File: src/rtl/fdtd_pkg.sv
// ----------------------------------------------------------------------------
// fdtd_pkg
// Shared types, sizes and helper functions for the FDTD magnetic field update.
// ----------------------------------------------------------------------------
package fdtd_pkg;

    // Grid limits and field format.
    localparam int MAX_X      = 1024;
    localparam int MAX_Y      = 64;
    localparam int MAX_Z      = 64;
    localparam int FIELD_BITS = 32;
    localparam int COEF_W     = 32;
    localparam int FRAC_SHIFT = 32;

    // Register widths.
    localparam int CELLS_X_W = 11;
    localparam int CELLS_Y_W = 7;
    localparam int CELLS_Z_W = 7;
    localparam int SIZE_W    = 11;

    // APB register map: four registers on the 32-bit data bus at byte addresses 0, 4, 8 and 12.
    localparam int PADDR_W   = 4;
    localparam int PDATA_W   = 32;
    localparam int REG_IDX_W = 2;

    // Scan position widths.
    localparam int POS_X_W = (MAX_X > 1) ? $clog2(MAX_X) : 1;
    localparam int POS_Y_W = (MAX_Y > 1) ? $clog2(MAX_Y) : 1;
    localparam int POS_Z_W = (MAX_Z > 1) ? $clog2(MAX_Z) : 1;

    // Plane store geometry.
    localparam int PLANE_DEPTH = MAX_Y * MAX_Z;
    localparam int ADDR_W      = (PLANE_DEPTH > 1) ? $clog2(PLANE_DEPTH) : 1;

    // Arithmetic widths: a four-term curl difference, its product with the
    // coefficient, and the sum before saturation.
    localparam int DIFF_W = FIELD_BITS + 2;
    localparam int PROD_W = DIFF_W + COEF_W;
    localparam int SUM_W  = DIFF_W + 2;

    typedef logic signed [FIELD_BITS-1:0] t_field;
    typedef logic signed [DIFF_W-1:0]     t_diff;

    typedef enum logic [REG_IDX_W-1:0] {
        REG_COEF    = 2'd0,
        REG_CELLS_X = 2'd1,
        REG_CELLS_Y = 2'd2,
        REG_CELLS_Z = 2'd3
    } t_reg_idx;

    typedef struct packed {
        logic [COEF_W-1:0]    update_coefficient;
        logic [CELLS_X_W-1:0] cells_x;
        logic [CELLS_Y_W-1:0] cells_y;
        logic [CELLS_Z_W-1:0] cells_z;
    } t_cfg;

    typedef struct packed {
        t_field ex_in;
        t_field ey_in;
        t_field ez_in;
        t_field hx_in;
        t_field hy_in;
        t_field hz_in;
    } t_in_item;

    typedef struct packed {
        t_field hx_out;
        t_field hy_out;
        t_field hz_out;
        logic   saturated;
        logic   grid_done;
    } t_out_item;

    typedef struct packed {
        t_field ex;
        t_field ey;
        t_field ez;
    } t_evec;

    // Boundary status of the cell being accepted.
    typedef struct packed {
        logic nx_ok;
        logic ny_ok;
        logic nz_ok;
        logic last;
    } t_bound;

    typedef struct packed {
        logic [ADDR_W-1:0] addr_cur;
        logic [ADDR_W-1:0] addr_ny;
        t_bound            bound;
    } t_scan_info;

    // Clamp a size register to 1..hi.
    function automatic logic [SIZE_W-1:0] eff_size(input logic [SIZE_W-1:0] v,
                                                   input logic [SIZE_W-1:0] hi);
        logic [SIZE_W-1:0] r;
        if (v == '0) begin
            r = SIZE_W'(1);
        end else if (v > hi) begin
            r = hi;
        end else begin
            r = v;
        end
        return r;
    endfunction

    // Four-term difference a - b - c + e at full precision.
    function automatic t_diff curl_diff(input t_field a, input t_field b,
                                        input t_field c, input t_field e);
        t_diff r;
        r = DIFF_W'(a) - DIFF_W'(b) - DIFF_W'(c) + DIFF_W'(e);
        return r;
    endfunction

endpackage

File: src/rtl/fdtd_h_update.sv
// ----------------------------------------------------------------------------
// fdtd_h_update
// One H component: magnitude, coefficient product, rounding and saturation.
// ----------------------------------------------------------------------------
module fdtd_h_update (
    input  logic                           i_clk,
    input  logic                           i_en_mag,
    input  logic                           i_en_mul,
    input  logic                           i_upd,
    input  fdtd_pkg::t_field               i_h,
    input  fdtd_pkg::t_diff                i_d,
    input  logic [fdtd_pkg::COEF_W-1:0]    i_coef,
    output fdtd_pkg::t_field               o_h,
    output logic                           o_sat
);
    import fdtd_pkg::*;

    localparam int Q_W = PROD_W + 1 - FRAC_SHIFT;

    logic [DIFF_W-1:0] r_mag;
    logic              r_neg_a;
    logic              r_upd_a;
    t_field            r_h_a;

    logic [PROD_W-1:0] r_prod;
    logic              r_neg_b;
    logic              r_upd_b;
    t_field            r_h_b;

    logic [PROD_W:0]         rnd;
    logic [Q_W-1:0]          q;
    logic signed [SUM_W-1:0] inc;
    logic signed [SUM_W-1:0] sum;
    logic signed [SUM_W-1:0] fmax;
    logic signed [SUM_W-1:0] fmin;

    always_ff @(posedge i_clk) begin
        if (i_en_mag) begin
            r_mag   <= i_d[DIFF_W-1] ? DIFF_W'(-i_d) : DIFF_W'(i_d);
            r_neg_a <= i_d[DIFF_W-1];
            r_upd_a <= i_upd;
            r_h_a   <= i_h;
        end
        if (i_en_mul) begin
            r_prod  <= PROD_W'(r_mag) * PROD_W'(i_coef);
            r_neg_b <= r_neg_a;
            r_upd_b <= r_upd_a;
            r_h_b   <= r_h_a;
        end
    end

    // Rounding on the magnitude gives round half away from zero on the value.
    assign rnd  = (PROD_W + 1)'(r_prod) + ((PROD_W + 1)'(1) << (FRAC_SHIFT - 1));
    assign q    = rnd[PROD_W:FRAC_SHIFT];
    assign inc  = r_neg_b ? -SUM_W'(q) : SUM_W'(q);
    assign sum  = SUM_W'(r_h_b) + inc;
    assign fmax = SUM_W'({1'b0, {(FIELD_BITS - 1){1'b1}}});
    assign fmin = -fmax - SUM_W'(1);

    always_comb begin
        o_h   = r_h_b;
        o_sat = 1'b0;
        if (r_upd_b) begin
            if (sum > fmax) begin
                o_h   = fmax[FIELD_BITS-1:0];
                o_sat = 1'b1;
            end else if (sum < fmin) begin
                o_h   = fmin[FIELD_BITS-1:0];
                o_sat = 1'b1;
            end else begin
                o_h = sum[FIELD_BITS-1:0];
            end
        end
    end

endmodule

File: config.mk
export PLATFORM = sky130hd
export DESIGN_NAME = fdtd_h_update
export DESIGN_NICKNAME = d
export VERILOG_FILES = /design/src/rtl/fdtd_pkg.sv /design/src/rtl/fdtd_h_update.sv
export SDC_FILE = /design/constraint.sdc
export NUM_CORES = 2
export LEC_CHECK = 0
export BUFFER_PORTS_ARGS = -buffer_cell sky130_fd_sc_hd__buf_2
export CORE_MARGIN = 3
export CORE_UTILIZATION = 55
export DETAILED_ROUTE_END_ITERATION = 8
export GPL_ROUTABILITY_DRIVEN = 0
export HOLD_SLACK_MARGIN = 0.05
export PLACE_DENSITY = 0.72
export SKIP_LAST_GASP = 1
export SYNTH_ARGS = -nofsm -noshare
export SYNTH_HDL_FRONTEND = slang
export SYNTH_SLANG_ARGS = --single-unit
File: constraint.sdc
create_clock -name i_clk -period 26.2 [get_ports i_clk]
set_input_delay 5.24 -clock i_clk [delete_from_list [all_inputs] [get_ports i_clk]]
set_output_delay 5.24 -clock i_clk [all_outputs]
set_load 0.05 [all_outputs]
==> impl_metrics.yaml <==
run_status:
  outcome: "complete, no violations"
die:
  rows: 101
  dieWidth_um: 285
  coreArea_um2: 76600
  io_pins: 135
  initial_core_util: 0.559
  dieArea_um2: 81200
  die_h_um: 285
route:
  vias_per_cell: 5.67
  dr.pass1.iters: 6
  vias: 31800
  drc: 0
  avgRoutedWirePerCell_um: 20.1
  ant_nets: 0
  first_iter_violations: 2291
  wirelength_mm: 113
synthesis:
  synth-edff-count: 137
  yosysWarnings: 0
  synth_commonest_cells: "fa_1 (956), inv_1 (945), nand2_1 (715)"
  synth_top_area_frac: 0.447
  synth_top_area_cell: "fa_1"
  synth_area_um2: 42800
  syn_area_per_cell_um2: 9.27
  ys_seq_area_frac: 0.0961
  synthArstFlopShare: 0
  synth_cells: 4618
  syn_nets: 5976
  synth.distinct_cells: 80
  synth_ff_type: "edfxtp_1"
  synth_seq_cells: 137
  yosysMostFrequentCell: "fa_1"
  synthTopCellsByArea: "fa_1 (45%), edfxtp_1 (9.6%), ha_1 (8.8%), inv_1 (8.3%), and2_1 (6.6%)"
clocking:
  cts_tree: "built"
  root_buffer: "clkbuf_16"
  clk_pin_slew_ns: 0.07
  cts_max_path_buffers: 2
  cts_setup_buffers: 0
  h-tree-depth: 4
  cts_buffers: 17
  ctsHoldBuffers: 0
  postCtsResizedCells: 0
  cts_num_sinks: 137
  clk-insertion-delay-late_ns: 0.49
critical_path:
  worst-r2r-cell-count: 24
  path_class: "in -> reg"
  r2r_end: "r_prod[54]"
  slowest_delay_ns: 0.80
  r2r_slack_ns: 16.95
  r2r-start: "r_mag[22]"
  crit_path_end_kind: "flip-flop"
  crit_buf_inv: 8
  path_delay_family: "adder cells"
  worst_path_max_delay_cell: "a31oi_1"
  required_ns: 26.42
  worstSetupStartpointType: "primary input"
  cp_max_fo: 35
  cp.arrival_ns: 13.88
  crit_top_cell: "fa_1"
timing:
  final-setup-viol-count: 0
  final_max_slew_viol_count: 0
  fin_setup_tns_ns: 0
  worst_pin_slew_ns: 1.14
  clock_skew_ns: 0.0255
  final-hold-violation-count: 0
  rsz0062_at_grt: "no"
  achievable-frequency_mhz: 73.2
  relSlewSlack: 0.232
  hold_slack_ns: 0.412
  final.min_clock_period_ns: 13.67
  fin_crit_sh: 0.522
min_path:
  min-delay-start: "r_h_a[21]"
  hold_path_class: "reg -> reg"
  min_path_cells: 0
  hold_end: "r_h_b[21]"
global_route:
  antenna_found_initial: 4
  grt_pass1_vias: 33600
  grt_pass1_wl_mm: 183
  overflow: 0
  grt_max_degree: 70
  track_usage: 0.290
finish:
  synthToLayoutAreaGrowth_pct: 4.40
  nets: 5914
  fin_util: 0.584
  drive_gt1_frac: 0.0521
  nFillCells: 6651
flow_run:
  cap_violations: 0
placement:
  io_buffer_count: 134
  hpwl_mm: 82.8
## state kept, by name, indices dropped and copies added, names as in the netlist
| register | count |
|---|---|
| r_neg_a | 1 |
| r_mag | 34 |
| r_prod | 35 |
| r_upd_b | 1 |
| r_h_b | 32 |
| r_h_a | 32 |
| r_neg_b | 1 |
| r_upd_a | 1 |
## layout make-up
class / instances / area [um2] / share of cell area
multi-input cells: 3280 / 34100 / 0.764
repair buffers: 175 / 981 / 0.0219
well taps: 1030 / 1290 / 0.0288
diodes: 7 / 17.5 / 0.000392
inverters: 945 / 3550 / 0.0793
clock inverters: 15 / 180 / 0.00403
flip-flops and latches: 137 / 4110 / 0.0920
clock buffers: 17 / 425 / 0.00952
## cells in the final DEF (no fill, tap or decap), drive strengths merged, types with 7 or more instances in the layout
cell    count
a211oi     21
a21o       56
a21oi      87
a311oi      8
a31oi      34
and2      452
and3       17
buf       175
clkbuf     17
clkinv      7
diode       7
edfxtp    137
fa        956
ha        300
inv       952
nand2     716
nand2b     13
nand3      47
nand4      37
nor2       84
nor2b      12
nor3       23
nor4       10
o211ai      9
o21ai      94
o21bai      9
o31ai      19
o41ai      10
or2         8
or3        10
or4        10
xnor2     113
xor2       52
## per-stage QoR
step | setup WS, ns | instance area, um2 | cells
2_1_floorplan | 13.27 | 42800 | 4618
6_report | 12.53 | 44700 | 5606
3_3_place_gp | 12.26 | 44100 | 5567
5_1_grt | 11.85 | 44700 | 5599
3_5_place_dp | 12.15 | 44100 | 5567
4_1_cts | 12.64 | 44700 | 5599
## worst max-delay path by stage
| stage | start | end | slack [ns] | cells after the start |
|---|---|---|---|---|
| 6_report | i_coef[8] | r_prod[54] | 12.53 | 28 |
| 5_1_grt | r_prod[31] | o_h[15] | 11.85 | 23 |
| 4_1_cts | i_coef[9] | r_prod[65] | 12.64 | 28 |
| 3_5_place_dp | i_coef[9] | r_prod[65] | 12.15 | 28 |
| 3_3_place_gp | i_coef[8] | r_prod[65] | 12.26 | 28 |
| 2_1_floorplan | i_coef[2] | r_prod[54] | 13.27 | 29 |
## logic make-up after synthesis
logic type | after synthesis | synth area share
AOI/OAI and AO/OA | 397 | 0.0599
muxes | 6 | 0.00149
xor gates and xnor gates | 166 | 0.0343
buffers and inverters | 1201 | 0.106
adders and majority gates | 1256 | 0.535
and+or+nand+nor | 1455 | 0.167
DFF | 137 | 0.0961
## layer usage
layer,GRT usage,routed length (um),up-vias
met1,0.408,46700,16100
met4,0.0798,3140,2
met3,0.0767,12500,228
li1,-,-,13900
met5,0,13,-
met2,0.448,50500,1600
Power is left out: the tool's default activity adds up to more than one toggle a clock period on the data nets, which glitch-free logic cannot reach.
