File: config.mk
export PLATFORM = sky130hd
export DESIGN_NAME = fdtd_scan
export DESIGN_NICKNAME = d
export VERILOG_FILES = /design/src/rtl/fdtd_pkg.sv /design/src/rtl/fdtd_scan.sv
export SDC_FILE = /design/constraint.sdc
export NUM_CORES = 1
export LEC_CHECK = 0
export BUFFER_PORTS_ARGS = -buffer_cell sky130_fd_sc_hd__buf_2
export CORE_MARGIN = 2
export CORE_UTILIZATION = 51
export DETAILED_ROUTE_END_ITERATION = 7
export PLACE_DENSITY = 0.87
export SLEW_MARGIN = 0
export SYNTH_ARGS = -nofsm -noshare
export SYNTH_HDL_FRONTEND = slang
export SYNTH_SLANG_ARGS = --single-unit
File: constraint.sdc
create_clock -name i_clk -period 6.2 [get_ports i_clk]
set_input_delay 0.62 -clock i_clk [delete_from_list [all_inputs] [get_ports i_clk]]
set_output_delay 0.62 -clock i_clk [all_outputs]
set_load 0.05 [all_outputs]
File: src/rtl/fdtd_pkg.sv
// ----------------------------------------------------------------------------
// fdtd_pkg
// Shared types, sizes and helper functions for the FDTD magnetic field update.
// ----------------------------------------------------------------------------
package fdtd_pkg;

    // Grid limits and field format.
    localparam int MAX_X      = 1024;
    localparam int MAX_Y      = 64;
    localparam int MAX_Z      = 64;
    localparam int FIELD_BITS = 32;
    localparam int COEF_W     = 32;
    localparam int FRAC_SHIFT = 32;

    // Register widths.
    localparam int CELLS_X_W = 11;
    localparam int CELLS_Y_W = 7;
    localparam int CELLS_Z_W = 7;
    localparam int SIZE_W    = 11;

    // APB register map: four registers on the 32-bit data bus at byte addresses 0, 4, 8 and 12.
    localparam int PADDR_W   = 4;
    localparam int PDATA_W   = 32;
    localparam int REG_IDX_W = 2;

    // Scan position widths.
    localparam int POS_X_W = (MAX_X > 1) ? $clog2(MAX_X) : 1;
    localparam int POS_Y_W = (MAX_Y > 1) ? $clog2(MAX_Y) : 1;
    localparam int POS_Z_W = (MAX_Z > 1) ? $clog2(MAX_Z) : 1;

    // Plane store geometry.
    localparam int PLANE_DEPTH = MAX_Y * MAX_Z;
    localparam int ADDR_W      = (PLANE_DEPTH > 1) ? $clog2(PLANE_DEPTH) : 1;

    // Arithmetic widths: a four-term curl difference, its product with the
    // coefficient, and the sum before saturation.
    localparam int DIFF_W = FIELD_BITS + 2;
    localparam int PROD_W = DIFF_W + COEF_W;
    localparam int SUM_W  = DIFF_W + 2;

    typedef logic signed [FIELD_BITS-1:0] t_field;
    typedef logic signed [DIFF_W-1:0]     t_diff;

    typedef enum logic [REG_IDX_W-1:0] {
        REG_COEF    = 2'd0,
        REG_CELLS_X = 2'd1,
        REG_CELLS_Y = 2'd2,
        REG_CELLS_Z = 2'd3
    } t_reg_idx;

    typedef struct packed {
        logic [COEF_W-1:0]    update_coefficient;
        logic [CELLS_X_W-1:0] cells_x;
        logic [CELLS_Y_W-1:0] cells_y;
        logic [CELLS_Z_W-1:0] cells_z;
    } t_cfg;

    typedef struct packed {
        t_field ex_in;
        t_field ey_in;
        t_field ez_in;
        t_field hx_in;
        t_field hy_in;
        t_field hz_in;
    } t_in_item;

    typedef struct packed {
        t_field hx_out;
        t_field hy_out;
        t_field hz_out;
        logic   saturated;
        logic   grid_done;
    } t_out_item;

    typedef struct packed {
        t_field ex;
        t_field ey;
        t_field ez;
    } t_evec;

    // Boundary status of the cell being accepted.
    typedef struct packed {
        logic nx_ok;
        logic ny_ok;
        logic nz_ok;
        logic last;
    } t_bound;

    typedef struct packed {
        logic [ADDR_W-1:0] addr_cur;
        logic [ADDR_W-1:0] addr_ny;
        t_bound            bound;
    } t_scan_info;

    // Clamp a size register to 1..hi.
    function automatic logic [SIZE_W-1:0] eff_size(input logic [SIZE_W-1:0] v,
                                                   input logic [SIZE_W-1:0] hi);
        logic [SIZE_W-1:0] r;
        if (v == '0) begin
            r = SIZE_W'(1);
        end else if (v > hi) begin
            r = hi;
        end else begin
            r = v;
        end
        return r;
    endfunction

    // Four-term difference a - b - c + e at full precision.
    function automatic t_diff curl_diff(input t_field a, input t_field b,
                                        input t_field c, input t_field e);
        t_diff r;
        r = DIFF_W'(a) - DIFF_W'(b) - DIFF_W'(c) + DIFF_W'(e);
        return r;
    endfunction

endpackage

File: src/rtl/fdtd_scan.sv
// ----------------------------------------------------------------------------
// fdtd_scan
// Raster position counters, boundary flags and plane store addresses.
// ----------------------------------------------------------------------------
module fdtd_scan (
    input  logic                   i_clk,
    input  logic                   i_rst_n,
    input  fdtd_pkg::t_cfg         i_cfg,
    input  fdtd_pkg::t_cfg         i_cfg_next,
    input  logic                   i_restart,
    input  logic                   i_advance,
    output fdtd_pkg::t_scan_info   o_info
);
    import fdtd_pkg::*;

    logic [POS_X_W-1:0] r_x, n_x;
    logic [POS_Y_W-1:0] r_y, n_y;
    logic [POS_Z_W-1:0] r_z, n_z;

    logic [SIZE_W-1:0] eff_x, eff_y, eff_z;
    logic [SIZE_W-1:0] nxt_x, nxt_y, nxt_z;
    logic [SIZE_W-1:0] top_x, top_y, top_z;
    logic [SIZE_W-1:0] rst_x, rst_y, rst_z;

    assign eff_x = eff_size(SIZE_W'(i_cfg.cells_x), SIZE_W'(MAX_X));
    assign eff_y = eff_size(SIZE_W'(i_cfg.cells_y), SIZE_W'(MAX_Y));
    assign eff_z = eff_size(SIZE_W'(i_cfg.cells_z), SIZE_W'(MAX_Z));
    assign nxt_x = eff_size(SIZE_W'(i_cfg_next.cells_x), SIZE_W'(MAX_X));
    assign nxt_y = eff_size(SIZE_W'(i_cfg_next.cells_y), SIZE_W'(MAX_Y));
    assign nxt_z = eff_size(SIZE_W'(i_cfg_next.cells_z), SIZE_W'(MAX_Z));

    // Highest index along each axis for the running grid and the restarted one.
    assign top_x = eff_x - SIZE_W'(1);
    assign top_y = eff_y - SIZE_W'(1);
    assign top_z = eff_z - SIZE_W'(1);
    assign rst_x = nxt_x - SIZE_W'(1);
    assign rst_y = nxt_y - SIZE_W'(1);
    assign rst_z = nxt_z - SIZE_W'(1);

    always_comb begin
        n_x = r_x;
        n_y = r_y;
        n_z = r_z;
        if (i_restart) begin
            n_x = rst_x[POS_X_W-1:0];
            n_y = rst_y[POS_Y_W-1:0];
            n_z = rst_z[POS_Z_W-1:0];
        end else if (i_advance) begin
            if (r_z != '0) begin
                n_z = r_z - POS_Z_W'(1);
            end else begin
                n_z = top_z[POS_Z_W-1:0];
                if (r_y != '0) begin
                    n_y = r_y - POS_Y_W'(1);
                end else begin
                    n_y = top_y[POS_Y_W-1:0];
                    n_x = (r_x != '0) ? r_x - POS_X_W'(1) : top_x[POS_X_W-1:0];
                end
            end
        end
    end

    always_ff @(posedge i_clk) begin
        if (!i_rst_n) begin
            r_x <= '0;
            r_y <= '0;
            r_z <= '0;
        end else begin
            r_x <= n_x;
            r_y <= n_y;
            r_z <= n_z;
        end
    end

    always_comb begin
        o_info.bound.nx_ok = (r_x != top_x[POS_X_W-1:0]);
        o_info.bound.ny_ok = (r_y != top_y[POS_Y_W-1:0]);
        o_info.bound.nz_ok = (r_z != top_z[POS_Z_W-1:0]);
        o_info.bound.last  = (r_x == '0) && (r_y == '0) && (r_z == '0);
        o_info.addr_cur    = ADDR_W'(ADDR_W'(r_y) * ADDR_W'(MAX_Z)) + ADDR_W'(r_z);
        // The y+1 neighbor lies one row further on; on the far y plane it is
        // not used, so the address stays in range.
        o_info.addr_ny     = o_info.bound.ny_ok ?
                             o_info.addr_cur + ADDR_W'(MAX_Z) : o_info.addr_cur;
    end

endmodule

==> flow_summary.ini, run 1 <==
[outcome]
status = finished clean

[floorplanning]
die_h_um = 81.15
initial_core_util = 0.5188
die_x_um = 81.15
design.die.area_um2 = 6585
io_pins = 146
rows = 28
fp.coreArea_um2 = 5851

[power_and_ir_drop]
p_int_mw = 0.3440
power_leakage_nw = 1.382
seqPwrFrac = 0.298
swShare = 0.4337
switching_power_mw = 0.2635
combPwrFrac = 0.474
pwr_density_cell_nw_per_um2 = 176.0
power.clock.fraction = 0.228
ir_drop_mv = 0.1483
power_mw = 0.6075

[clocking]
cts_hold_buffers = 0
post-cts-setup-buffers = 0
cts_made_buffers = 3
insertion_delay_ps = 280
cts-root-buf = clkbuf_8
htreeDepth = 1
cts_buffer_depth = 2
cts.sinks = 22
cts_resized = 0
cts_tree = built
path_clk_slew_ps = 70

[route]
wl_per_cell_um = 14.29
vias_per_cell = 6.171
drtPass1Iterations = 4
drc_errors = 0
via_count = 3474
drt_iter0_markers = 173
routed_wl_um = 8044
drtAntennaViolNets = 0

[sta]
min_period_ps = 4444
setup_viol = 0
fin_crit_sh = 0.7168
slew_viol_final = 0
slew_headroom = 0.3677
hold_viol = 0
max_slew.worst_pin.slew_ps = 939.8
rsz0062_at_grt = no
tns_ps = 0
finClkSkew_ps = 15.53
fmax_ghz = 0.2250

[placement]
dp_hpwl_um = 6242
gp_congestion = 0.9122
port-buffer-count = 81

[synth]
ys_top_cells_by_area = dfxtp_1 (15%), nor2_1 (5.3%), xnor2_1 (5.2%)
synth_top_area_cell = dfxtp_1
synth_nets = 565
yosysSeqAreaShare = 0.1451
syn-mean-instance-area_um2 = 6.978
synthCells = 435
yosys_register_bits = 22
synth_ff_type = dfxtp_1
synth_top_cell_area_share = 0.1451
synth_edf_count = 0
synth_cell_types = 62
yosys_warnings = 0
async_reset_ff_frac = 0
synth_area_um2 = 3035

[critical_path]
reg2reg_from = r_y[0]$_SDFFE_PN0P_
arrival_ps = 3820
r2r_setup_slack_ps = 3210
startpoint = i_cfg[9]
critical_path_peak_fanout = 8
start_kind = primary input
critPathKind = primary input to primary output
required_ps = 5580
worstSetupEndpointType = primary output

[cells_and_area]
n_antenna_cell = 0
nets = 619
area_growth_pct = 13.69
drive_above_1_share = 0.2008
ff_latch_area_um2 = 440.4
fillers = 560
multi_input_area_um2 = 2372

[hold_path]
worstHoldPathType = flip-flop to flip-flop
holdCritStartpoint = r_x[9]$_SDFFE_PN0P_

[run]
drv_cap = 0

[global_route]
antenna_found_initial = 0
grt_overflow_total = 0
grt_usage = 0.2442
grt_max_degree = 36
grt_pass1_wl_um = 13120
grt_pass1_vias = 2952
-- cell usage after synthesis (all sizes together) (2+ instances only) --
cell,number
a2111oi,3
a211o,4
a211oi,13
a21oi,28
a221oi,6
a22oi,2
a311oi,4
a31o,2
a31oi,5
and2,4
and3,2
buf,11
clkbuf,21
clkinv,3
dfxtp,22
ha,12
inv,15
mux2,6
mux2i,5
nand2,33
nand2b,11
nand3,12
nand4,3
nor2,43
nor2b,10
nor3,24
nor3b,4
nor4,16
o2111ai,2
o211ai,4
o21a,7
o21ai,24
o21bai,2
o221ai,3
o311a,2
o311ai,3
o31a,3
o31ai,4
o41ai,2
or2,3
or3,3
or4,8
xnor2,18
xor2,13
-- power by group through the flow --
stage | Sequential (mW) | Combinational, mW | Clock (mW)
global placement | 0.183 | 0.278 | 0
global route | 0.184 | 0.315 | 0.144
finish | 0.181 | 0.288 | 0.138
floorplan | 0.196 | 0.205 | 0
CTS | 0.180 | 0.287 | 0.139
detailed placement | 0.184 | 0.285 | 0
-- worst max-delay path, stage by stage --
cell	delay [ps]
buf_2	140
or3_1	440
nor3_1	200
o21ai_0	170
ha_1	270
nor3b_1	150
o311ai_1	380
xor2_1	180
a2111oi_4	500
nand2_1	190
mux2_1	360
buf_2	220
-- per-layer routing --
metal	up-vias	wire, µm	global-route usage
met3	13	517	0.01222
li1	1734	-	-
met2	136	3865	0.4380
met1	1591	3517	0.3136
met5	-	0	0
met4	0	145	0.07627
-- cell type report --
class	instances	share of cell area
Sequential cell	22	0.1276
Tap cell	75	0.02719
Multi-Input combinational cell	363	0.6875
Inverter	18	0.01958
Clock buffer	3	0.01197
Clock inverter	1	0.008702
Timing Repair Buffer	81	0.1175
-- registers in the layout, indices dropped and copies added, names as in the netlist --
signal and count:
r_x 10, r_y 6, r_z 6
-- logic make-up (layout without fill, tap and decap cells) --
logic type,Yosys count,after routing,share of synthesized area
buf+inv,50,103,0.07337
mux,11,11,0.03875
fa+ha+maj,12,12,0.04946
simple gates,179,179,0.3042
xor+xnor,31,31,0.08945
flops,22,22,0.1451
compound gates,130,130,0.2997
-- cells in the final DEF, fill, tap and decap left out, drive strengths merged, types with 5 or more instances in the layout --
master	n
buf	81
nor2	43
nand2	33
a21oi	28
nor3	24
o21ai	24
dfxtp	22
xnor2	18
nor4	16
inv	15
xor2	13
a211oi	13
nand3	12
ha	12
nand2b	11
nor2b	10
or4	8
o21a	7
a221oi	6
mux2	6
a31oi	5
mux2i	5
-- through the flow --
| stage | cells | hold WS [ps] | instance area (µm²) | worst slack [ps] | util |
|---|---|---|---|---|---|
| after floorplan | 435 | 531.3 | 3035 | 1604 | - |
| after CTS | 563 | 584.4 | 3451 | 1817 | 0.5898 |
| after global placement | 559 | 573.1 | 3379 | 1940 | 0.5776 |
| after detailed placement | 559 | 570.8 | 3379 | 1849 | 0.5776 |
| after global routing | 563 | 622.3 | 3451 | 1524 | 0.5898 |
| final | 563 | 587.8 | 3451 | 1756 | 0.5898 |
-- path summary, 6_finish.rpt --
| kind | end | cells after the start |
|---|---|---|
| max | o_info[11] | 12 |
| max reg2reg | r_x[0]$_SDFFE_PN0P_ | 7 |
| min | r_x[9]$_SDFFE_PN0P_ | 2 |
| min reg2reg | r_x[9]$_SDFFE_PN0P_ | 2 |
(Power assumes the default switching activity.)
==> run 2, diff against run 1 <==
CORE_UTILIZATION = 48   (was 51)
PLACE_DENSITY = 0.83   (was 0.87)
clock period = 4.2 ns   (was 6.2 ns; I/O delays follow)
==> run 2 against run 1 <==
Compared with the run above:
- highest routed layer unchanged
- global-route usage down 1.8 points
- critical path type unchanged
- die area up 5.9%
- setup slack worse by 1500 ps
- wire length up 3.1%
==> flow_summary.ini, run 2 (same netlist as run 1, synthesis figures left out) <==
[outcome]
status = finished clean

[sta]
fmax_ghz = 0.2534
fin_crit_sh = 0.9395
min_period_ps = 3946
finClkSkew_ps = 12.06
setup_viol = 0
rsz0062_at_grt = no
hold_viol = 0
whs_ps = 431.7
slew_viol_final = 0
max_slew.worst_pin.slew_ps = 625.5
tns_ps = 0
slew_headroom = 0.5792

[route]
routed_wl_um = 8294
drtPass1Iterations = 5
drtAntennaViolNets = 0
vias_per_cell = 6.149
via_count = 3468
drc_errors = 0
wl_per_cell_um = 14.71
drt_iter0_markers = 268

[floorplanning]
design.die.area_um2 = 6976
fp.coreArea_um2 = 6026
io_pins = 146
die_x_um = 83.52
initial_core_util = 0.5037
rows = 28
die_h_um = 83.52

[cells_and_area]
n_antenna_cell = 0
layout_commonest_cell = buf_2
largest_reg_flops = 10
nets = 620
final_cells = 564
drive_above_1_share = 0.2045
final_cell_mix = buf_2 (81), nor2_1 (43), nand2_1 (33)
area_growth_pct = 14.18
reg.largest.list = r_x x10, r_y x6, r_z x6
top_register = r_x

[hold_path]
worstHoldPathType = primary input to flip-flop
min_path_cells = 2
holdCritStartpoint = i_rst_n

[global_route]
grt_pass1_wl_um = 13810
grt_max_degree = 36
antenna_found_initial = 0
grt_pass1_vias = 3168
grt_overflow_total = 0
grt_usage = 0.2262

[clocking]
cts-root-buf = clkbuf_8
cts_resized = 0
post-cts-setup-buffers = 0
cts_tree = built
cts_made_buffers = 3
cts_buffer_depth = 2
insertion_delay_ps = 280
htreeDepth = 1
cts.sinks = 22
path_clk_slew_ps = 90
cts_hold_buffers = 0

[critical_path]
critical_path_peak_fanout = 8
arrival_ps = 3530
startpoint = i_cfg[9]
ff2ff_path_depth = 6
reg2reg_from = r_z[2]$_SDFFE_PN0P_
worstSetupEndpointType = primary output
critPathKind = primary input to primary output
start_kind = primary input
required_ps = 3780

[power_and_ir_drop]
pwr_density_cell_nw_per_um2 = 261.3
power_mw = 0.9056
ir_drop_mv = 0.2100
power_leakage_nw = 1.388

[run]
drv_cap = 0

[placement]
post-place-cells = 560
dp_hpwl_um = 6404
port-buffer-count = 81
gp_congestion = 0.9396
[run 2: final timing paths]
check	end	slack (ps)
setup reg to reg	r_x[2]$_SDFFE_PN0P_	1490
hold reg to reg	r_x[9]$_SDFFE_PN0P_	590
hold / removal	r_y[5]$_SDFFE_PN0P_	430
setup / recovery	o_info[11]	250
[run 2: cell type report]
cell class / count / area (µm²)
fill: 590 / 2560
multi-input combinational: 363 / 2380
sequential: 22 / 440.4
timing repair buffer: 82 / 412.9
tap: 75 / 93.84
inverter: 18 / 67.56
clock buffer: 3 / 41.29
clock inverter: 1 / 30.03
[run 2: routing by layer]
layer  up-vias  part of all wire  track usage
met5         -                 0            0
met4         0             0.011      0.05279
met3        13             0.063      0.02374
met2       138              0.47       0.3996
met1      1586              0.45       0.2958
li1       1731                 -            -
[run 2: stage by stage]
| stage | utilization | setup slack [ps] | cell area, µm² |
|---|---|---|---|
| CTS | 0.5739 | 136.5 | 3458 |
| floorplan | - | 4.321 | 3035 |
| global route | 0.5752 | 51.95 | 3466 |
| global placement | 0.5621 | 314.7 | 3387 |
| detailed placement | 0.5621 | 147.8 | 3387 |
| finish | 0.5752 | 254.0 | 3466 |
[run 2: report_power, final]
group	total [mW]	switching, mW	internal (mW)
Clock	0.205	0.0778	0.128
Combinational	0.432	0.277	0.155
Sequential	0.268	0.0406	0.227
[run 2: critical path, cell delays in order]
cell and delay, ps:
buf_2 140, or3_1 430, nor3_1 230, o21ai_0 190, ha_1 270, nor3b_1 160, o311ai_2 320, xor2_1 170
a2111oi_4 450, nand2_1 190, mux2_1 340, buf_2 210
