--- src/rtl/fdtd_pkg.sv ---
// ----------------------------------------------------------------------------
// fdtd_pkg
// Shared types, sizes and helper functions for the FDTD magnetic field update.
// ----------------------------------------------------------------------------
package fdtd_pkg;

    // Grid limits and field format.
    localparam int MAX_X      = 1024;
    localparam int MAX_Y      = 64;
    localparam int MAX_Z      = 64;
    localparam int FIELD_BITS = 32;
    localparam int COEF_W     = 32;
    localparam int FRAC_SHIFT = 32;

    // Register widths.
    localparam int CELLS_X_W = 11;
    localparam int CELLS_Y_W = 7;
    localparam int CELLS_Z_W = 7;
    localparam int SIZE_W    = 11;

    // APB register map: four registers on the 32-bit data bus at byte addresses 0, 4, 8 and 12.
    localparam int PADDR_W   = 4;
    localparam int PDATA_W   = 32;
    localparam int REG_IDX_W = 2;

    // Scan position widths.
    localparam int POS_X_W = (MAX_X > 1) ? $clog2(MAX_X) : 1;
    localparam int POS_Y_W = (MAX_Y > 1) ? $clog2(MAX_Y) : 1;
    localparam int POS_Z_W = (MAX_Z > 1) ? $clog2(MAX_Z) : 1;

    // Plane store geometry.
    localparam int PLANE_DEPTH = MAX_Y * MAX_Z;
    localparam int ADDR_W      = (PLANE_DEPTH > 1) ? $clog2(PLANE_DEPTH) : 1;

    // Arithmetic widths: a four-term curl difference, its product with the
    // coefficient, and the sum before saturation.
    localparam int DIFF_W = FIELD_BITS + 2;
    localparam int PROD_W = DIFF_W + COEF_W;
    localparam int SUM_W  = DIFF_W + 2;

    typedef logic signed [FIELD_BITS-1:0] t_field;
    typedef logic signed [DIFF_W-1:0]     t_diff;

    typedef enum logic [REG_IDX_W-1:0] {
        REG_COEF    = 2'd0,
        REG_CELLS_X = 2'd1,
        REG_CELLS_Y = 2'd2,
        REG_CELLS_Z = 2'd3
    } t_reg_idx;

    typedef struct packed {
        logic [COEF_W-1:0]    update_coefficient;
        logic [CELLS_X_W-1:0] cells_x;
        logic [CELLS_Y_W-1:0] cells_y;
        logic [CELLS_Z_W-1:0] cells_z;
    } t_cfg;

    typedef struct packed {
        t_field ex_in;
        t_field ey_in;
        t_field ez_in;
        t_field hx_in;
        t_field hy_in;
        t_field hz_in;
    } t_in_item;

    typedef struct packed {
        t_field hx_out;
        t_field hy_out;
        t_field hz_out;
        logic   saturated;
        logic   grid_done;
    } t_out_item;

    typedef struct packed {
        t_field ex;
        t_field ey;
        t_field ez;
    } t_evec;

    // Boundary status of the cell being accepted.
    typedef struct packed {
        logic nx_ok;
        logic ny_ok;
        logic nz_ok;
        logic last;
    } t_bound;

    typedef struct packed {
        logic [ADDR_W-1:0] addr_cur;
        logic [ADDR_W-1:0] addr_ny;
        t_bound            bound;
    } t_scan_info;

    // Clamp a size register to 1..hi.
    function automatic logic [SIZE_W-1:0] eff_size(input logic [SIZE_W-1:0] v,
                                                   input logic [SIZE_W-1:0] hi);
        logic [SIZE_W-1:0] r;
        if (v == '0) begin
            r = SIZE_W'(1);
        end else if (v > hi) begin
            r = hi;
        end else begin
            r = v;
        end
        return r;
    endfunction

    // Four-term difference a - b - c + e at full precision.
    function automatic t_diff curl_diff(input t_field a, input t_field b,
                                        input t_field c, input t_field e);
        t_diff r;
        r = DIFF_W'(a) - DIFF_W'(b) - DIFF_W'(c) + DIFF_W'(e);
        return r;
    endfunction

endpackage

--- src/rtl/fdtd_cfg.sv ---
// ----------------------------------------------------------------------------
// fdtd_cfg
// APB register file holding the update coefficient and the grid sizes.
// ----------------------------------------------------------------------------
module fdtd_cfg (
    input  logic                            i_clk,
    input  logic                            i_rst_n,
    input  logic                            psel,
    input  logic                            penable,
    input  logic                            pwrite,
    input  logic [fdtd_pkg::PADDR_W-1:0]    paddr,
    input  logic [fdtd_pkg::PDATA_W-1:0]    pwdata,
    output logic [fdtd_pkg::PDATA_W-1:0]    prdata,
    output logic                            pready,
    output fdtd_pkg::t_cfg                  o_cfg,
    output fdtd_pkg::t_cfg                  o_cfg_next,
    output logic                            o_restart
);
    import fdtd_pkg::*;

    t_cfg     r_cfg;
    t_cfg     n_cfg;
    t_reg_idx reg_idx;
    logic     wr;

    assign pready  = 1'b1;
    assign reg_idx = t_reg_idx'(paddr[REG_IDX_W+1:2]);
    assign wr      = psel & penable & pwrite;

    always_comb begin
        n_cfg     = r_cfg;
        o_restart = 1'b0;
        if (wr) begin
            case (reg_idx)
                REG_COEF: begin
                    n_cfg.update_coefficient = pwdata[COEF_W-1:0];
                end
                REG_CELLS_X: begin
                    n_cfg.cells_x = pwdata[CELLS_X_W-1:0];
                    o_restart     = 1'b1;
                end
                REG_CELLS_Y: begin
                    n_cfg.cells_y = pwdata[CELLS_Y_W-1:0];
                    o_restart     = 1'b1;
                end
                REG_CELLS_Z: begin
                    n_cfg.cells_z = pwdata[CELLS_Z_W-1:0];
                    o_restart     = 1'b1;
                end
                default: begin
                    n_cfg = r_cfg;
                end
            endcase
        end
    end

    always_ff @(posedge i_clk) begin
        if (!i_rst_n) begin
            r_cfg.update_coefficient <= '0;
            r_cfg.cells_x            <= CELLS_X_W'(1);
            r_cfg.cells_y            <= CELLS_Y_W'(1);
            r_cfg.cells_z            <= CELLS_Z_W'(1);
        end else begin
            r_cfg <= n_cfg;
        end
    end

    always_comb begin
        case (reg_idx)
            REG_COEF:    prdata = PDATA_W'(r_cfg.update_coefficient);
            REG_CELLS_X: prdata = PDATA_W'(r_cfg.cells_x);
            REG_CELLS_Y: prdata = PDATA_W'(r_cfg.cells_y);
            REG_CELLS_Z: prdata = PDATA_W'(r_cfg.cells_z);
            default:     prdata = '0;
        endcase
    end

    assign o_cfg      = r_cfg;
    assign o_cfg_next = n_cfg;

endmodule

--- config.mk ---
export PLATFORM = sky130hd
export DESIGN_NAME = fdtd_cfg
export DESIGN_NICKNAME = d
export VERILOG_FILES = /design/src/rtl/fdtd_pkg.sv /design/src/rtl/fdtd_cfg.sv
export SDC_FILE = /design/constraint.sdc
export NUM_CORES = 1
export LEC_CHECK = 0
export ABC_AREA = 1
export BUFFER_PORTS_ARGS = -buffer_cell sky130_fd_sc_hd__buf_2
export CAP_MARGIN = 20
export CORE_MARGIN = 2
export CORE_UTILIZATION = 30
export DETAILED_ROUTE_END_ITERATION = 12
export GPL_TIMING_DRIVEN = 0
export MAX_ROUTING_LAYER = met4
export PLACE_DENSITY = 0.57
export SLEW_MARGIN = 5
export SYNTH_ARGS = -nofsm -noshare
export SYNTH_HDL_FRONTEND = slang
export SYNTH_SLANG_ARGS = --single-unit
--- constraint.sdc ---
create_clock -name i_clk -period 3.1 [get_ports i_clk]
set_clock_uncertainty 0.1 [all_clocks]
set_input_delay 0.31 -clock i_clk [delete_from_list [all_inputs] [get_ports i_clk]]
set_output_delay 0.31 -clock i_clk [all_outputs]
set_load 0.01 [all_outputs]
==> results.py, run 1 <==
metrics = {
    "outcome": {
        "status": "completed",
    },
    "sta": {
        "tightest_slew_ns": 0.636,
        "slew-limit-headroom_pct": 57.6,
        "rsz0062_at_grt": "no",
        "max_freq_mhz": 573,
        "setup_viol": 0,
        "min_period_over_period_pct": 56.3,
        "hold_viol": 0,
        "slew_viol_final": 0,
        "setup_tns_ns": 0,
        "min_period_ns": 1.75,
    },
    "setup_path": {
        "max_stage_delay_ns": 0.19,
        "path_cells": "buf_2 -> nand3_2 -> buf_6 -> nor2_4 -> buf_6 -> nand2_1 -> nand2_1 -> inv_1 -> buf_2",
        "cp.required_ns": 2.69,
        "crit_arrival_ns": 1.34,
        "path_class": "in2out",
        "start_kind": "primary input",
        "cp_slowest_cell": "buf_6",
        "cpLargestDelayFamily": "buffers and inverters",
        "crit_buf_inv": 5,
        "r2r-start": "o_cfg[4]$_SDFF_PN0_",
        "setup.worst_path.end_class": "primary output",
        "startpoint": "pwrite",
        "crit_fanout": 10,
    },
    "synth": {
        "synth_top_area_cell": "dfxtp_1",
        "ys_warn_count": 0,
        "synth.area.top_cells": "dfxtp_1 (36%), nand2_1 (25%), inv_1 (15%)",
        "yosys.cell_types.count": 23,
        "netlist_instances": 533,
        "synth_nets": 574,
        "ys_seq_area_share_pct": 35.7,
        "yosys.area.top_type_share_pct": 35.7,
        "syn_area_um2": 3200,
        "synth-seq-cells": 57,
        "syn_area_per_cell_um2": 6.00,
    },
    "routing": {
        "viasPerCell": 4.21,
        "dr.pass1.iters": 4,
        "wl_per_cell_um": 12.8,
        "drt_iter0_markers": 140,
        "via_count": 3656,
        "drc": 0,
        "totalWireLength_um": 11100,
        "ant_nets": 0,
    },
    "global_routing": {
        "gr-total-overflow": 0,
        "grtUsageMet1_pct": 23.9,
        "grt_busiest_layer": "met2",
        "met2_usage_pct": 33.3,
        "grt_start_max_net_pins": 11,
        "grt_pass1_wl_um": 17300,
        "grt_pass1_vias": 3460,
        "track_usage_pct": 20.1,
        "grt_use_met3_pct": 4.78,
        "antenna_found_initial": 0,
    },
    "clocking": {
        "htreeDepth": 3,
        "cts_tree": "yes",
        "clock_sinks": 57,
        "cts_resized": 0,
        "clk_latency_ns": 0.34,
        "ctsHoldBuffers": 0,
        "cts.clk_slew.worst_paths_ns": 0.07,
        "clockRootBuffer": "clkbuf_8",
        "numCtsBuffers": 9,
        "cts_max_path_buffers": 2,
        "cts_setup_buffers": 0,
    },
    "hold_path": {
        "min_path_type": "in2reg",
        "hp-start": "i_rst_n",
    },
    "finish": {
        "final_cell_mix": "nand2_1 (209), buf_2 (185), inv_1 (125), nor2_1 (70), dfxtp_1 (57)",
        "finalNonFillerCells": 868,
        "diodes": 0,
        "largest_reg_flops": 57,
        "area_growth_pct": 39.4,
        "nets": 768,
        "drive_above_1_share_pct": 32.1,
        "final_common_cell": "nand2_1",
        "final_cell_area_um2": 4460,
    },
    "floorplanning": {
        "core_area_um2": 10300,
        "die_area_um2": 11500,
        "start_util_pct": 31.0,
        "fp-row-count": 37,
        "die_h_um": 107,
        "ioPinCount": 189,
        "die_w_um": 107,
    },
    "pwr": {
        "p_per_area_nw_per_um2": 370,
        "max-vdd-ir-drop_v": 0.000172,
        "p_leak_uw": 0.00307,
    },
    "placement": {
        "placed_area_um2": 4290,
        "portBuffers": 183,
        "gp_congestion": 0.855,
        "hpwl_um": 8710,
        "place_inst": 852,
    },
    "flow_run": {
        "drv_cap": 0,
    },
}
-- cell families (layout without fill, tap and decap cells) --
group	count (synthesis)	after routing	synth area share (%)
compound gates	11	11	1.88
buf+inv	154	353	21.2
simple gates	310	310	41.1
other cells	1	1	0.117
flops	57	57	35.7
-- per-stage QoR --
stage	total power, uW	setup slack (ns)	hold WS (ns)	util (%)
after floorplan	921	1.65	0.295	-
after global placement	1030	1.34	0.386	41.5
after detailed placement	1030	1.35	0.402	41.5
after CTS	1670	1.34	0.0912	43.2
after global routing	1740	1.24	0.120	43.2
final	1650	1.35	0.101	43.2
-- where the power goes --
group	leakage, uW	internal (uW)	total (uW)	switching, uW
logic	0.00252	91.8	254	162
clock network	0.0000932	330	639	308
registers	0.000461	748	759	10.5
-- cells in the mapped netlist (all sizes together) --
| cell | count |
|---|---|
| inv | 135 |
| nand2 | 217 |
| nand3 | 11 |
| dfxtp | 57 |
| nand4 | 7 |
| o22ai | 4 |
| conb | 1 |
| nor2 | 75 |
| a21oi | 6 |
| buf | 14 |
| o21ai | 1 |
| clkbuf | 5 |
-- area by class of cell --
class,instances,area [um^2]
Multi-Input combinational cell,322,1380
Timing Repair Buffer,183,916
Buffer,19,160
Inverter,135,519
Clock buffer,13,159
Tap cell,136,170
Sequential cell,57,1140
Fill cell,1130,5860
Clock inverter,3,15.0
-- routing by layer --
metal	wire length (um)	vias to the layer above
li1	-	1894
met1	4860	1594
met5	0	-
met4	133	0
met3	940	13
met2	5200	155
-- final timing paths --
check        slack (ns)             endpoint  cells past startpoint
max                1.35       o_cfg_next[19]                      9
min                0.10  o_cfg[0]$_SDFF_PN1_                      2
max reg2reg        2.23  o_cfg[4]$_SDFF_PN0_                      4
min reg2reg        0.42  o_cfg[7]$_SDFF_PN1_                      2
Power figures use the tool's default switching activity.
==> run 2, diff against run 1 <==
--- a/config.mk
+++ b/config.mk
@@ -5,7 +5,7 @@
 export SDC_FILE = /design/constraint.sdc
 export NUM_CORES = 1
 export LEC_CHECK = 0
-export ABC_AREA = 1
+export ABC_AREA = 0
 export BUFFER_PORTS_ARGS = -buffer_cell sky130_fd_sc_hd__buf_2
 export CAP_MARGIN = 20
 export CORE_MARGIN = 2
@@ -13,7 +13,7 @@
 export DETAILED_ROUTE_END_ITERATION = 12
 export GPL_TIMING_DRIVEN = 0
 export MAX_ROUTING_LAYER = met4
-export PLACE_DENSITY = 0.57
+export PLACE_DENSITY = 0.56
 export SLEW_MARGIN = 5
 export SYNTH_ARGS = -nofsm -noshare
 export SYNTH_HDL_FRONTEND = slang
==> constraint.sdc (replaced) <==
create_clock -name i_clk -period 1.66 [get_ports i_clk]
set_clock_uncertainty 0.1 [all_clocks]
set_input_delay 0.166 -clock i_clk [delete_from_list [all_inputs] [get_ports i_clk]]
set_output_delay 0.166 -clock i_clk [all_outputs]
set_load 0.01 [all_outputs]
==> results.py, run 2 <==
metrics = {
    "outcome": {
        "status": "completed",
    },
    "synth": {
        "muxShareOfSynthArea_pct": 43.1,
        "async_flop_share_pct": 0,
        "synth_edf_count": 0,
        "synth_nets": 376,
        "synth_top_family_by_area": "multiplexers",
        "synth.area.top_cells": "dfxtp_1 (35%), mux2i_1 (19%), mux2_2 (18%)",
        "synth_ff_type": "dfxtp_1",
        "synth_most_common_cell": "nand2_1",
        "ys_warn_count": 0,
        "synth_common_cells": "nand2_1 (87), mux2i_1 (61), dfxtp_1 (57), mux2_2 (53), and2_1 (21)",
        "ys_seq_area_share_pct": 34.6,
        "netlist_instances": 335,
        "synth_compound_area_share_pct": 0,
        "yosys.area_share.xor_xnor_pct": 0,
        "syn_area_um2": 3300,
        "synth-simple-area-share_pct": 16.9,
        "yosys.cell_types.count": 21,
        "yosys.area.top_type_share_pct": 34.6,
        "synthAdderAreaFrac_pct": 0,
        "syn_area_per_cell_um2": 9.85,
        "synth-seq-cells": 57,
        "synth_top_area_cell": "dfxtp_1",
    },
    "sta": {
        "min_period_over_period_pct": 98.8,
        "max_freq_mhz": 610,
        "rsz0062_at_grt": "yes",
        "tightest_slew_ns": 0.605,
        "setup_viol": 0,
        "slew_viol_final": 0,
        "setup_tns_ns": 0,
        "min_period_ns": 1.64,
        "whs_ns": 0.0251,
        "slew-limit-headroom_pct": 59.7,
        "hold_viol": 0,
    },
    "setup_path": {
        "setup.worst_path.end_class": "primary output",
        "max_stage_delay_ns": 0.34,
        "r2r_end": "o_cfg[19]$_SDFF_PN0_",
        "crit_fanout": 6,
        "path_cells": "buf_2 -> nand3_4 -> nor3_4 -> buf_6 -> buf_4 -> mux2_2 -> buf_2",
        "cp_slowest_cell": "mux2_2",
        "ff2ff_setup_slack_ns": 0.86,
        "path_class": "in2out",
        "r2r_cells": 2,
        "cp.required_ns": 1.39,
        "start_kind": "primary input",
        "r2r-start": "o_cfg[19]$_SDFF_PN0_",
        "crit_top_cell": "buf_2",
        "crit_arrival_ns": 1.37,
    },
    "clocking": {
        "cts_max_path_buffers": 2,
        "htreeDepth": 3,
        "clockRootBuffer": "clkbuf_8",
        "clk_latency_ns": 0.34,
        "numCtsBuffers": 9,
        "cts.clk_slew.worst_paths_ns": 0.07,
        "cts_tree": "yes",
        "clock_sinks": 57,
    },
    "finish": {
        "diodes": 0,
        "largest_reg_flops": 57,
        "nets": 602,
        "finalNonFillerCells": 706,
        "fin_util_pct": 46.1,
        "final_cell_mix": "buf_2 (184), nand2_1 (87), mux2i_1 (61), dfxtp_1 (57), mux2_2 (53)",
        "drive_above_1_share_pct": 52.3,
        "final_common_cell": "buf_2",
        "area_growth_pct": 50.9,
    },
    "placement": {
        "portBuffers": 182,
        "hpwl_um": 7840,
        "gp_congestion": 0.795,
        "place_inst": 657,
    },
    "routing": {
        "viasPerCell": 4.65,
        "dr.pass1.iters": 4,
        "drc": 0,
        "drt_iter0_markers": 131,
        "wl_per_cell_um": 15.7,
        "via_count": 3285,
        "totalWireLength_um": 11100,
        "ant_nets": 0,
    },
    "pwr": {
        "finalPower_uw": 3340,
        "max-vdd-ir-drop_v": 0.000474,
        "p_per_area_nw_per_um2": 670,
        "p_leak_uw": 0.00254,
    },
    "hold_path": {
        "min_path_type": "in2reg",
        "hold_depth": 3,
        "min_to": "o_cfg[32]$_SDFF_PN0_",
        "hp-start": "pwdata[7]",
    },
    "global_routing": {
        "antenna_found_initial": 0,
        "track_usage_pct": 18.4,
        "gr-total-overflow": 0,
        "grt_pass1_vias": 3013,
        "grt_pass1_wl_um": 16000,
        "grt_start_max_net_pins": 15,
    },
    "floorplanning": {
        "die_area_um2": 11900,
        "fp-row-count": 38,
        "start_util_pct": 30.6,
        "die_w_um": 109,
        "ioPinCount": 189,
        "core_area_um2": 10800,
        "die_h_um": 109,
    },
    "flow_run": {
        "drv_cap": 0,
    },
}
## run 2: critical path: cells and delay by family
family        cells  cell delay, ns
buf+inv           4            0.58
mux               1            0.34
simple gates      2            0.29
## run 2: worst max path at each step
stage                     end  cells past startpoint      from
4_1_cts        o_cfg_next[56]                      7   penable
6_report       o_cfg_next[56]                      7    pwrite
3_3_place_gp   o_cfg_next[12]                      6    pwrite
5_1_grt        o_cfg_next[38]                      7    pwrite
3_5_place_dp   o_cfg_next[13]                      6    pwrite
2_1_floorplan  o_cfg_next[55]                      5  paddr[2]
## run 2: final cells by class
type / instances / area (um^2)
multi-input cells: 249 / 2010
fillers: 1027 / 5820
clock inverters: 5 / 77.6
flip-flops and latches: 57 / 1140
repair buffers: 216 / 1220
plain buffers: 28 / 205
clock buffers: 11 / 151
well taps: 140 / 175
## run 2: routing by layer
layer,up-vias,GRT usage [%],routed length (um)
met5,-,-,0
met4,0,5.68,121
met3,13,4.18,703
met2,135,30.3,5450
met1,1545,22.2,4790
li1,1592,-,-
## run 2: logic make-up (layout without fill, tap and decap cells)
logic type,count (synthesis),in the layout
muxes,125,125
and+or+nand+nor,123,123
DFF,57,57
buffers and inverters,29,260
other,1,1
## run 2: per-stage QoR
step / instance area [um^2] / worst slack, ns
after global routing: 4980 / -0.0161
after detailed placement: 4390 / -0.202
final: 4980 / 0.0205
after CTS: 4910 / 0.0166
after floorplan: 3300 / 0.189
after global placement: 4390 / -0.203
## run 2: what timing repair did
action                                  in CTS  in global routing
hold buffers                                21                  0
endpoints found under the hold margin       21                  0
pin swaps                                    3                  1
gates resized for setup                     15                  2
setup buffers                                5                  8
endpoints found under the setup margin      69                 35
## run 2: where the power goes
group / internal, uW / total [uW] / switching (uW)
combinational: 201 / 426 / 225
clock: 922 / 1510 / 585
sequential: 1390 / 1400 / 17.6
total: 2510 / 3340 / 828
==> run 3, diff against run 2 <==
--- a/config.mk
+++ b/config.mk
@@ -10,6 +10,7 @@
 export CAP_MARGIN = 20
 export CORE_MARGIN = 2
 export CORE_UTILIZATION = 30
+export CTS_CLUSTER_DIAMETER = 50
 export DETAILED_ROUTE_END_ITERATION = 12
 export GPL_TIMING_DRIVEN = 0
 export MAX_ROUTING_LAYER = met4
==> constraint.sdc (replaced) <==
create_clock -name i_clk -period 1.66 [get_ports i_clk]
set_clock_uncertainty 0.1 [all_clocks]
set_input_delay 0.083 -clock i_clk [delete_from_list [all_inputs] [get_ports i_clk]]
set_output_delay 0.083 -clock i_clk [all_outputs]
set_load 0.01 [all_outputs]
==> results.py, run 3 (synthesis results as in run 2) <==
metrics = {
    "finish": {
        "regArea_um2": 1140,
        "fin_util_pct": 45.7,
        "final_cell_area_um2": 4930,
        "diodes": 0,
        "final_cell_mix": "buf_2 (184), nand2_1 (87), mux2i_1 (61), dfxtp_1 (57), mux2_2 (53)",
        "fillers": 1026,
        "drive_above_1_share_pct": 50.7,
        "largest_reg_flops": 57,
        "multi_input_area_um2": 1990,
        "nets": 600,
        "area_growth_pct": 49.6,
        "final_common_cell": "buf_2",
    },
    "global_routing": {
        "track_usage_pct": 18.6,
        "antenna_found_initial": 0,
        "grt_pass1_wl_um": 16300,
        "grt_pass1_vias": 3088,
        "gr-total-overflow": 0,
        "grt_start_max_net_pins": 11,
    },
    "setup_path": {
        "setup.worst_path.end_class": "primary output",
        "r2r_end": "o_cfg[19]$_SDFF_PN0_",
        "crit_fanout": 10,
        "cp.required_ns": 1.48,
        "start_kind": "primary input",
        "crit_arrival_ns": 1.39,
        "r2r_cells": 2,
        "r2r-start": "o_cfg[19]$_SDFF_PN0_",
        "ff2ff_setup_slack_ns": 0.86,
        "path_class": "in2out",
    },
    "floorplanning": {
        "core_area_um2": 10800,
        "start_util_pct": 30.6,
        "die_w_um": 109,
        "die_area_um2": 11900,
        "ioPinCount": 189,
        "fp-row-count": 38,
        "die_h_um": 109,
    },
    "placement": {
        "post-place-ws_ns": -0.0364,
        "placed_area_um2": 4390,
        "hpwl_um": 7840,
        "portBuffers": 182,
        "gp_congestion": 0.795,
    },
    "sta": {
        "hold_viol": 0,
        "min_period_ns": 1.57,
        "slew_viol_final": 0,
        "max_freq_mhz": 637,
        "min_period_over_period_pct": 94.5,
        "slew-limit-headroom_pct": 54.2,
        "setup_viol": 0,
        "finalWorstSetupSlack_ns": 0.0911,
        "tightest_slew_ns": 0.687,
    },
    "clocking": {
        "cts_max_path_buffers": 2,
        "clockRootBuffer": "clkbuf_8",
        "numCtsBuffers": 9,
        "htreeDepth": 3,
        "cts.clk_slew.worst_paths_ns": 0.07,
        "clk_latency_ns": 0.34,
        "clock_sinks": 57,
        "cts_tree": "yes",
    },
    "hold_path": {
        "min_path_type": "in2reg",
        "hp-start": "pwdata[4]",
        "min_to": "o_cfg[4]$_SDFF_PN0_",
        "hold_depth": 3,
    },
    "routing": {
        "wl_per_cell_um": 15.8,
        "ant_nets": 0,
        "drt_iter0_markers": 104,
        "drc": 0,
        "viasPerCell": 4.63,
        "totalWireLength_um": 11100,
        "dr.pass1.iters": 4,
        "via_count": 3262,
    },
    "pwr": {
        "p_per_area_nw_per_um2": 675,
        "p_leak_uw": 0.00251,
        "max-vdd-ir-drop_v": 0.000477,
    },
    "flow_run": {
        "drv_cap": 0,
    },
    "outcome": {
        "status": "completed",
    },
}
-- run 3: timing repair --
| item | 4_1_cts | 5_1_grt |
|---|---|---|
| gates resized for setup | 2 | 4 |
| setup endpoints to repair | 24 | 38 |
| hold buffers | 27 | 0 |
| endpoints found under the hold margin | 32 | 0 |
| setup buffers | 3 | 1 |
| pin swaps | 1 | 1 |
-- run 3: through the flow --
| step | TNS, ns | std cells | power [uW] | hold slack [ns] |
|---|---|---|---|---|
| floorplan | 0 | 335 | 1640 | 0.125 |
| global placement | -0.154 | 657 | 1800 | 0.243 |
| detailed placement | -0.387 | 657 | 1810 | 0.249 |
| CTS | 0 | 703 | 3370 | 0.0128 |
| global route | -0.00285 | 704 | 3470 | 0.0240 |
| finish | 0 | 704 | 3330 | 0.0309 |
-- run 3: critical path, stage by stage --
cell and delay (ns):
buf_2 0.18, buf_1 0.56, mux4_2 0.41, buf_2 0.15
-- run 3: cell type report --
| class | instances | share of cell area [%] |
|---|---|---|
| multi-input combinational | 249 | 40.4 |
| timing repair buffer | 213 | 24.5 |
| sequential | 57 | 23.1 |
| buffer | 29 | 3.73 |
| tap | 140 | 3.55 |
| clock buffer | 11 | 3.07 |
| clock inverter | 5 | 1.57 |
-- run 3: power by group --
group	total [uW]	internal [uW]	switching, uW
combinational	425	202	223
clock	1500	922	579
sequential	1400	1390	17.8
-- run 3: worst max-delay path by stage --
stage	startpoint	slack [ns]	to	cells after the start
2_1_floorplan	paddr[2]	0.35	o_cfg_next[55]	5
3_3_place_gp	pwrite	-0.04	o_cfg_next[12]	6
3_5_place_dp	pwrite	-0.04	o_cfg_next[13]	6
4_1_cts	pwrite	0.03	o_cfg_next[20]	6
5_1_grt	pwrite	-0.003	o_cfg_next[38]	7
6_report	paddr[3]	0.09	prdata[2]	4
-- run 3: layer usage --
metal,share of wire (%),track usage [%],vias to the layer above
met1,44,22.3,1527
met4,1.8,6.23,0
li1,-,-,1593
met5,0,-,-
met2,49,30.8,129
met3,5.4,4.18,13
